`src/hdl/pta_ram.sv`:
```
module pta_ram #(
   parameter int WIDTH = 8,
   parameter int DEPTH = 64
) (
   input  logic clock,
   input  logic wr_en,
   input  logic [$clog2(DEPTH)-1:0] wr_addr,
   input  logic [WIDTH-1:0] wr_data,
   input  logic [$clog2(DEPTH)-1:0] rd_addr,
   output logic [WIDTH-1:0] rd_data
);

   logic [WIDTH-1:0] mem [DEPTH];

   // one write port, registered read
   always_ff @(posedge clock) begin
      if (wr_en) begin
         mem[wr_addr] <= wr_data;
      end
      rd_data <= mem[rd_addr];
   end

endmodule

```
`config.mk`:
```
export PLATFORM = sky130hd
export DESIGN_NAME = pta_ram
export DESIGN_NICKNAME = d
export VERILOG_FILES = /design/src/hdl/pta_ram.sv
export SDC_FILE = /design/constraint.sdc
export NUM_CORES = 1
export LEC_CHECK = 0
export ABC_AREA = 1
export BUFFER_PORTS_ARGS = -buffer_cell sky130_fd_sc_hd__clkbuf_2
export CAP_MARGIN = 20
export CORE_UTILIZATION = 44
export DETAILED_ROUTE_END_ITERATION = 10
export GPL_TIMING_DRIVEN = 1
export PLACE_DENSITY_LB_ADDON = 0.05
export SETUP_SLACK_MARGIN = 0.02
export SYNTH_ARGS = -nofsm -noshare
export SYNTH_HDL_FRONTEND = slang
export SYNTH_SLANG_ARGS = --single-unit
```
`constraint.sdc`:
```
create_clock -name clock -period 2.7 [get_ports clock]
set_input_delay 0.54 -clock clock [delete_from_list [all_inputs] [get_ports clock]]
set_output_delay 0.54 -clock clock [all_outputs]
set_load 0.02 [all_outputs]
```
## Yosys cells after proc, flatten, opt, wreduce, memory -nomap -nowiden

Memories as Yosys holds them, arrays and structs flattened. A register that Yosys moved wholly into a read port is not among the register bits.
Index checks and enable logic that the tools add are counted.

- Bits in registers: 0
- Latch bits: 0
- Memory bits (writable): 512
- Bits in read-only memories: 0
- Input port bits: 22
- Output and inout port bits: 8
- Word-level logic and storage cells: 3
- Memories kept: 1

Memories:

| name | depth | width | read ports | clocked after memory_dff | wr ports | line | text |
|---|---|---|---|---|---|---|---|
| mem | 64 | 8 | 1 | 1 | 1 | 13 | `logic [WIDTH-1:0] mem [DEPTH];` |

- $add $sub $neg: 0
- Multiply operators: 0
- Divide/modulo/power cells: 0
- Order comparisons: 0
- Equality and inequality tests: 0
- Shift-type cells: 0
- Mux-type cells: 2
- Bitwise operators: 0
- Reduce and logical (&&, ||, !) cells: 0

Operators with widths:

| kind | number |
|---|---|
| 1-bit 2-to-1 mux | 2 |

## Depth between registers and ports, before layout

Gate-level depths: netlist of the first run.

- Word-level depth: 2
- Mapped depth: 12
- Gate-level depth less buffers: 9

## Worst setup path before layout of the first run

Ideal clock, no wire load.

- Kind: in2reg
- Start: in wr_en
- End: mem mem[48][0] (enable)
- Library setup time: 0.395 ns
- Arrival time: 1.911 ns
- Data required time: 2.305 ns
- Setup slack: 0.394 ns
- Cell stages on the path: 3
- Buffers on the path: 1
- Cells stage by stage: clkbuf_1 nand4_1 nor4_1

- Word-level cells in the longest chain between the ends: 2

RTL lines:

| what | line | text |
|---|---|---|
| from (decl) | 6 | `input logic wr_en,` |
| 1-bit 2-to-1 mux | 17 | `if (wr_en) begin` |
| 1-bit 2-to-1 mux (not written as such) | 18 | `mem[wr_addr] <= wr_data;` |
| to (decl) | 13 |  |

No other way between the ends.

## Worst setup path in the final report of the first run

- Start: reg rd_data[4], read port of mem
- End: out rd_data[4]

RTL lines:

| what | line | text |
|---|---|---|
| from (decl) | 10 | `output logic [WIDTH-1:0] rd_data` |

No word-level cell between the ends.

==> reports/metrics.csv, run 1 <==
metric,value,unit
Total GRT Usage,23.9,%
r2r setup slk,1310,ps
Worst-Skew Late Latency,610,ps
wire per inst,22.7,um
sw frac,22.5,%
Core Box Area,47700,sq um
f_max,550,MHz
largest net degree at the start of global routing,71,
Synth area leaders,"edfxtp_1 (72%), nand2_1 (11%), nand3_1 (10%)",
setup TNS,0,ps
I/O Buffers,29,
Crit Path Class,reg2out,
CP peak stage delay,460,ps
clock share of power,41.7,%
cts bufs inserted,54,
Die Area,49400,sq um
RSZ-0062 raised after global routing,no,
GPL Wtd Cong,0.802,
CTS tree,done,
HP Start,rd_addr[5],
# nets final,1919,
vias per inst,5.35,
Antenna Cells,0,
Site Rows,80,
final core occ,50.9,%
reg-to-reg endpoint,rd_data[0]$_DFF_P_,
share of cells above drive strength 1,11.4,%
# DRC,0,
Mapped Cells,1805,
Ys Warns,0,
Top Family by Delay on Critical Path,flip-flops,
largest area contributor in the netlist,edfxtp_1,
fin crit period,1820,ps
Setup Skew,19.8,ps
sequential cell area fraction in the yosys report,72.8,%
Synth Cell Area,21300,sq um
crit end category,primary output,
IO Pins,30,
"commonest non-fill, non-tap cells in the layout","nand2_1 (648), edfxtp_1 (512), nand3_1 (439), buf_4 (101), clkbuf_16 (57)",
"Avg Cell Area, Syn",11.8,sq um
leak pwr,8.90,nW
power density cells,713,nW/um^2
P_int,13.4,mW
Worst Hold Class,in2reg,
Post CTS Setup Buffer Count,0,
total routed wirelength,58.0,mm
Vias,13700,
final hold violations,0,
CP Buf/Inv Count,1,
Max rail drop VDD,491,uV
Worst EP arrival,1280,ps
headroom to the max-slew limit,33.6,%
max-cap violations,0,
"most common cell after layout, fill and taps aside",nand2_1,
Post-CTS Resized,0,
first-pass GRT wire length,86.9,mm
slew at the pin closest to its max-slew limit,996,ps
Final Max Slew Viols,0,
htree depth,2,
post-route cell area,24300,sq um
Crit-path slowest cell,dfxtp_1,
Longest Clk Path Bufs,3,
Seq pwr share,51.8,%
DR pass1 iterations,5,
Startpoint Class,flip-flop,
Synth Net Count,1827,
Final period util,67.3,%
FF-to-FF path depth,8,
hold_buf cts,0,
status,finished clean,
CP Cell Sequence,clkbuf_2,
Die X,222,um
Net Sw Power,3.90,mW
Final Setup Violations,0,
peak fanout along the critical path,1,
clock sinks,520,
post-route ant nets,0,
root buffer cell,clkbuf_16,
Synth top area share,72.0,%
"Clk pin slew, worst setup/hold paths",60,ps
placed cell areas,22600,sq um
Syn-to-layout area delta,13.9,%
total grt overflow,0,
starting DRC count in detailed routing,1287,
"FF+latch count, synth",520,
Starting Density,44.7,%
initial antenna violation count,4,
vias in the first global route,13500,
worst hold stages,3,
Combinational Power Share,6.6,%
Chip Height,222,um
start of the worst register-to-register path,mem[19][0]$_DFFE_PP_,
"Power, Total",17.3,mW
Unique masters post-synth,16,
Hold Path Sink,rd_data[5]$_DFF_P_,
DP HPWL,34.3,mm
Worst Path Required,2160,ps
flip-flops by register name (all words and copies together) (netlist names):
name	flops
rd_data	8
mem	512
worst max path at each step:
stage,from,endpoint,slack (ps),cells after the start
detailed placement,rd_addr[0],rd_data[1]$_DFF_P_,370,12
finish,rd_data[4]$_DFF_P_,rd_data[4],880,1
floorplan,wr_en,mem[48][0]$_DFFE_PP_,390,3
global route,rd_data[6]$_DFF_P_,rd_data[6],850,1
global placement,rd_addr[0],rd_data[5]$_DFF_P_,390,12
CTS,rd_data[6]$_DFF_P_,rd_data[6],860,1
synth_stat cells:
| master | count |
|---|---|
| buf_1 | 10 |
| buf_2 | 37 |
| buf_4 | 14 |
| buf_6 | 35 |
| buf_8 | 2 |
| clkbuf_1 | 15 |
| dfxtp_1 | 8 |
| edfxtp_1 | 512 |
| inv_1 | 10 |
| inv_2 | 1 |
| inv_6 | 1 |
| nand2_1 | 648 |
| nand3_1 | 439 |
| nand4_1 | 9 |
| nor2_1 | 56 |
| nor4_1 | 8 |
worst min-delay path, delay by kind of cell:
family,cells,cell delay [ps]
buf+inv,1,210
simple gates,2,170
power by group through the flow:
stage | Sequential [mW] | Combinational (mW) | Clock (mW)
after floorplan | 9.14 | 0.628 | 0
after global placement | 9.14 | 1.15 | 0
after detailed placement | 9.14 | 1.15 | 0
after CTS | 8.97 | 1.15 | 7.35
after global routing | 8.97 | 1.25 | 7.64
final | 8.97 | 1.14 | 7.22
kinds of logic after synthesis:
group,Yosys count,synth area share [%]
buffers and inverters,125,4.02
DFF,520,72.8
and+or+nand+nor,1160,23.2
final cells by class:
class                      count  area (sq um)
fill                        4161         23400
timing repair buffer         149          1310
multi-input combinational   1160          4950
inverter                      12          55.1
tap                          615           769
clock inverter                22           174
sequential                   520         15500
clock buffer                  77          1520
per-layer routing:
layer | up-vias | GRT usage [%] | wire (um)
met5 | - | 0 | 34
met4 | 6 | 6.79 | 1340
met3 | 90 | 3.57 | 2800
met2 | 326 | 37.9 | 27200
met1 | 6714 | 34.4 | 26600
li1 | 6539 | - | -
through the flow:
stage / hold WS [ps] / worst slack (ps) / cells
floorplan: 639 / 394 / 1805
global placement: 783 / 389 / 2456
detailed placement: 778 / 369 / 2456
CTS: 319 / 863 / 2555
global route: 358 / 845 / 2555
finish: 357 / 883 / 2555
Note: power is estimated with default switching activity, not from simulation.
==> run 2: changes to the inputs <==
--- a/config.mk
+++ b/config.mk
@@ -5,7 +5,7 @@
 export SDC_FILE = /design/constraint.sdc
 export NUM_CORES = 1
 export LEC_CHECK = 0
-export ABC_AREA = 1
+export ABC_AREA = 0
 export BUFFER_PORTS_ARGS = -buffer_cell sky130_fd_sc_hd__clkbuf_2
 export CAP_MARGIN = 20
 export CORE_UTILIZATION = 44
==> constraint.sdc (replaced) <==
create_clock -name clock -period 1.7 [get_ports clock]
set_input_delay 0.34 -clock clock [delete_from_list [all_inputs] [get_ports clock]]
set_output_delay 0.34 -clock clock [all_outputs]
set_load 0.02 [all_outputs]
==> run 2 against run 1 <==
  * The run now ends with negative setup slack left
  * Hold slack got worse by 300 ps
  * Core utilization up 2.9 points
  * Synthesized area fell by 5.5%
  * Global-route usage decreased by 2.2 points
  * Count of clock-buffer cells in the layout down 10
  * Critical endpoint is now rd_data[1]$_DFF_P_
  * Non-clock buffer count increased by 52
  * Largest power group unchanged
  * Via count is 27% lower
  * Largest cell class unchanged
  * Final area rose by 0.17%
  * Sequential share of layout area shrank 0.11 points
  * Sequential cell count did not move
  * Die area is 5.4% lower
  * Register-to-register slack worse by 1500 ps
==> reports/metrics.csv, run 2 <==
metric,value,unit
status,finished with violations,
failing checks,negative setup slack,
r2r setup slk,-140,ps
I/O Buffers,29,
Post-synth EDFFs,512,
Total GRT Usage,21.8,%
fin crit period,1840,ps
Syn-to-layout area delta,20.7,%
Post CTS Setup Buffer Count,0,
worst setup margin,-142,ps
initial antenna violation count,2,
Synth Cell Area,20200,sq um
Worst-Skew Late Latency,600,ps
starting DRC count in detailed routing,887,
FF-to-FF path depth,5,
sequential cell area fraction in the yosys report,77.0,%
XOR/XNOR share of the synthesized area,0,%
total routed wirelength,49.0,mm
Vias,10000,
CTS tree,done,
setup TNS,-696,ps
leak pwr,7.92,nW
first-pass GRT wire length,72.3,mm
Synth area leaders,"edfxtp_1 (76%), mux4_2 (14%), nor2_1 (1.5%)",
Longest Clk Path Bufs,3,
Worst EP arrival,2310,ps
mux share of post-synthesis cell area,15.9,%
Setup Skew,21.4,ps
# DRC,0,
Site Rows,78,
Largest register FFs,512,
IO Pins,30,
largest net degree at the start of global routing,65,
Worst Hold Class,in2reg,
Critical Path Source,mem[10][1]$_DFFE_PP_,
"Avg Cell Area, Syn",21.5,sq um
post-route ant nets,0,
f_max,543,MHz
Final Setup Violations,8,
crit end category,flip-flop,
share of cells above drive strength 1,38.8,%
"commonest non-fill, non-tap cells in the layout","edfxtp_1 (512), buf_4 (146), mux4_2 (126), nor2_1 (55), clkbuf_16 (55)",
synth cell count leaders,"edfxtp_1 (512), mux4_2 (126), nor2_1 (83)",
reg-to-reg endpoint,rd_data[1]$_DFF_P_,
"Clk pin slew, worst setup/hold paths",60,ps
Hold Path Sink,rd_data[6]$_DFF_P_,
final hold violations,0,
Mapped Cells,940,
ys flop type,edfxtp_1,
wire per inst,27.4,um
Crit Path Class,reg2reg,
peak fanout along the critical path,1,
Core Box Area,45300,sq um
"count leader, synth",edfxtp_1,
Max rail drop VDD,841,uV
Final Max Slew Viols,0,
vias in the first global route,10700,
Reg with most FFs,mem,
post-synthesis simple-gate area fraction,3.39,%
GRT busiest layer,met2,
placed cell areas,22500,sq um
start of the worst register-to-register path,mem[10][1]$_DFFE_PP_,
Starting Density,44.5,%
htree depth,2,
fillers,3541,
RSZ-0062 raised after global routing,yes,
dpl ws,-783,ps
Synth top area share,76.2,%
post-route cell area,24300,sq um
final core occ,53.8,%
root buffer cell,clkbuf_16,
met3 Usage GRT,4.41,%
met1 GRT Util,30.0,%
"FF+latch count, synth",520,
power density cells,1110,nW/um^2
Compound-Gate Fraction of Synth Area,2.07,%
Post-synth ARST share,0,%
cts bufs inserted,53,
Post-Synth Adder-Cell Area,0,%
slew at the pin closest to its max-slew limit,848,ps
hold_buf cts,0,
Chip Height,216,um
Ys Warns,0,
largest area contributor in the netlist,edfxtp_1,
Synth Net Count,962,
headroom to the max-slew limit,43.4,%
vias per inst,5.61,
Unique masters post-synth,40,
HP Start,rd_addr[5],
max-cap violations,0,
largest family of logic cells by synthesized area,multiplexers,
DR pass1 iterations,6,
Die X,216,um
Largest regs,"mem x512, rd_data x8",
worst hold stages,2,
DP HPWL,32.3,mm
"most common cell after layout, fill and taps aside",edfxtp_1,
Startpoint Class,flip-flop,
Final period util,108,%
# nets final,1167,
Worst Path Required,2170,ps
total grt overflow,0,
GPL Wtd Cong,0.820,
met2 GRT Util,34.6,%
Die Area,46700,sq um
clock sinks,520,
[run 2: through the flow]
| stage | instances | total power, mW | hold slack [ps] |
|---|---|---|---|
| 6_report | 1789 | 27.1 | 59.5 |
| 2_1_floorplan | 940 | 15.3 | 439 |
| 4_1_cts | 1788 | 27.4 | 22.5 |
| 5_1_grt | 1788 | 27.9 | 51.7 |
| 3_5_place_dp | 1690 | 16.1 | 669 |
| 3_3_place_gp | 1690 | 16.1 | 659 |
[run 2: how the worst max path moves through the flow]
stage | endpoint | depth (start not counted)
finish | rd_data[1]$_DFF_P_ | 5
detailed placement | rd_data[7]$_DFF_P_ | 6
CTS | rd_data[0]$_DFF_P_ | 5
global route | rd_data[1]$_DFF_P_ | 5
global placement | rd_data[7]$_DFF_P_ | 6
floorplan | rd_data[7]$_DFF_P_ | 7
[run 2: report_power, final]
group	total (mW)	leakage, nW	internal, mW	switching [mW]
Combinational	1.63	2.42	0.684	0.945
Sequential	14.2	4.67	14.2	0.0555
Clock	11.2	0.826	6.51	4.69
Total	27.1	7.92	21.4	5.69
[run 2: metal layers]
metal / part of all wire [%] / up-vias / wire (um)
li1: - / 4352 / -
met1: 42 / 5269 / 20800
met2: 48 / 329 / 23600
met3: 6.4 / 80 / 3120
met4: 3.0 / 2 / 1450
met5: 0.022 / - / 11
[run 2: area by class of cell]
cell class              instances  area, sq um  share of cell area (%)
flip-flops and latches        520        15500                    63.8
clock inverters                31          255                    1.05
clock buffers                  67         1420                    5.84
repair buffers                201         1800                    7.39
multi-input cells             369         4580                    18.8
diodes                          1         2.50                  0.0103
well taps                     600          751                    3.08
[run 2: worst max-delay path, cell delays in order (launching register included)]
cell and delay [ps]:
edfxtp_1 360, mux4_2 540, mux4_2 530, nor2_4 110, nor3_2 50, o2bb2ai_1 110
[run 2: timing repair]
action,in CTS,in global routing
cloned,0,0
endpoints found under the setup margin,8,8
gates resized for setup,23,2
endpoints found under the hold margin,0,0
pin swaps,5,1
[run 2: cell families after synthesis]
| family | Yosys count |
|---|---|
| AOI/OAI and AO/OA | 54 |
| buffers and inverters | 51 |
| DFF | 520 |
| muxes | 162 |
| and+or+nand+nor | 153 |
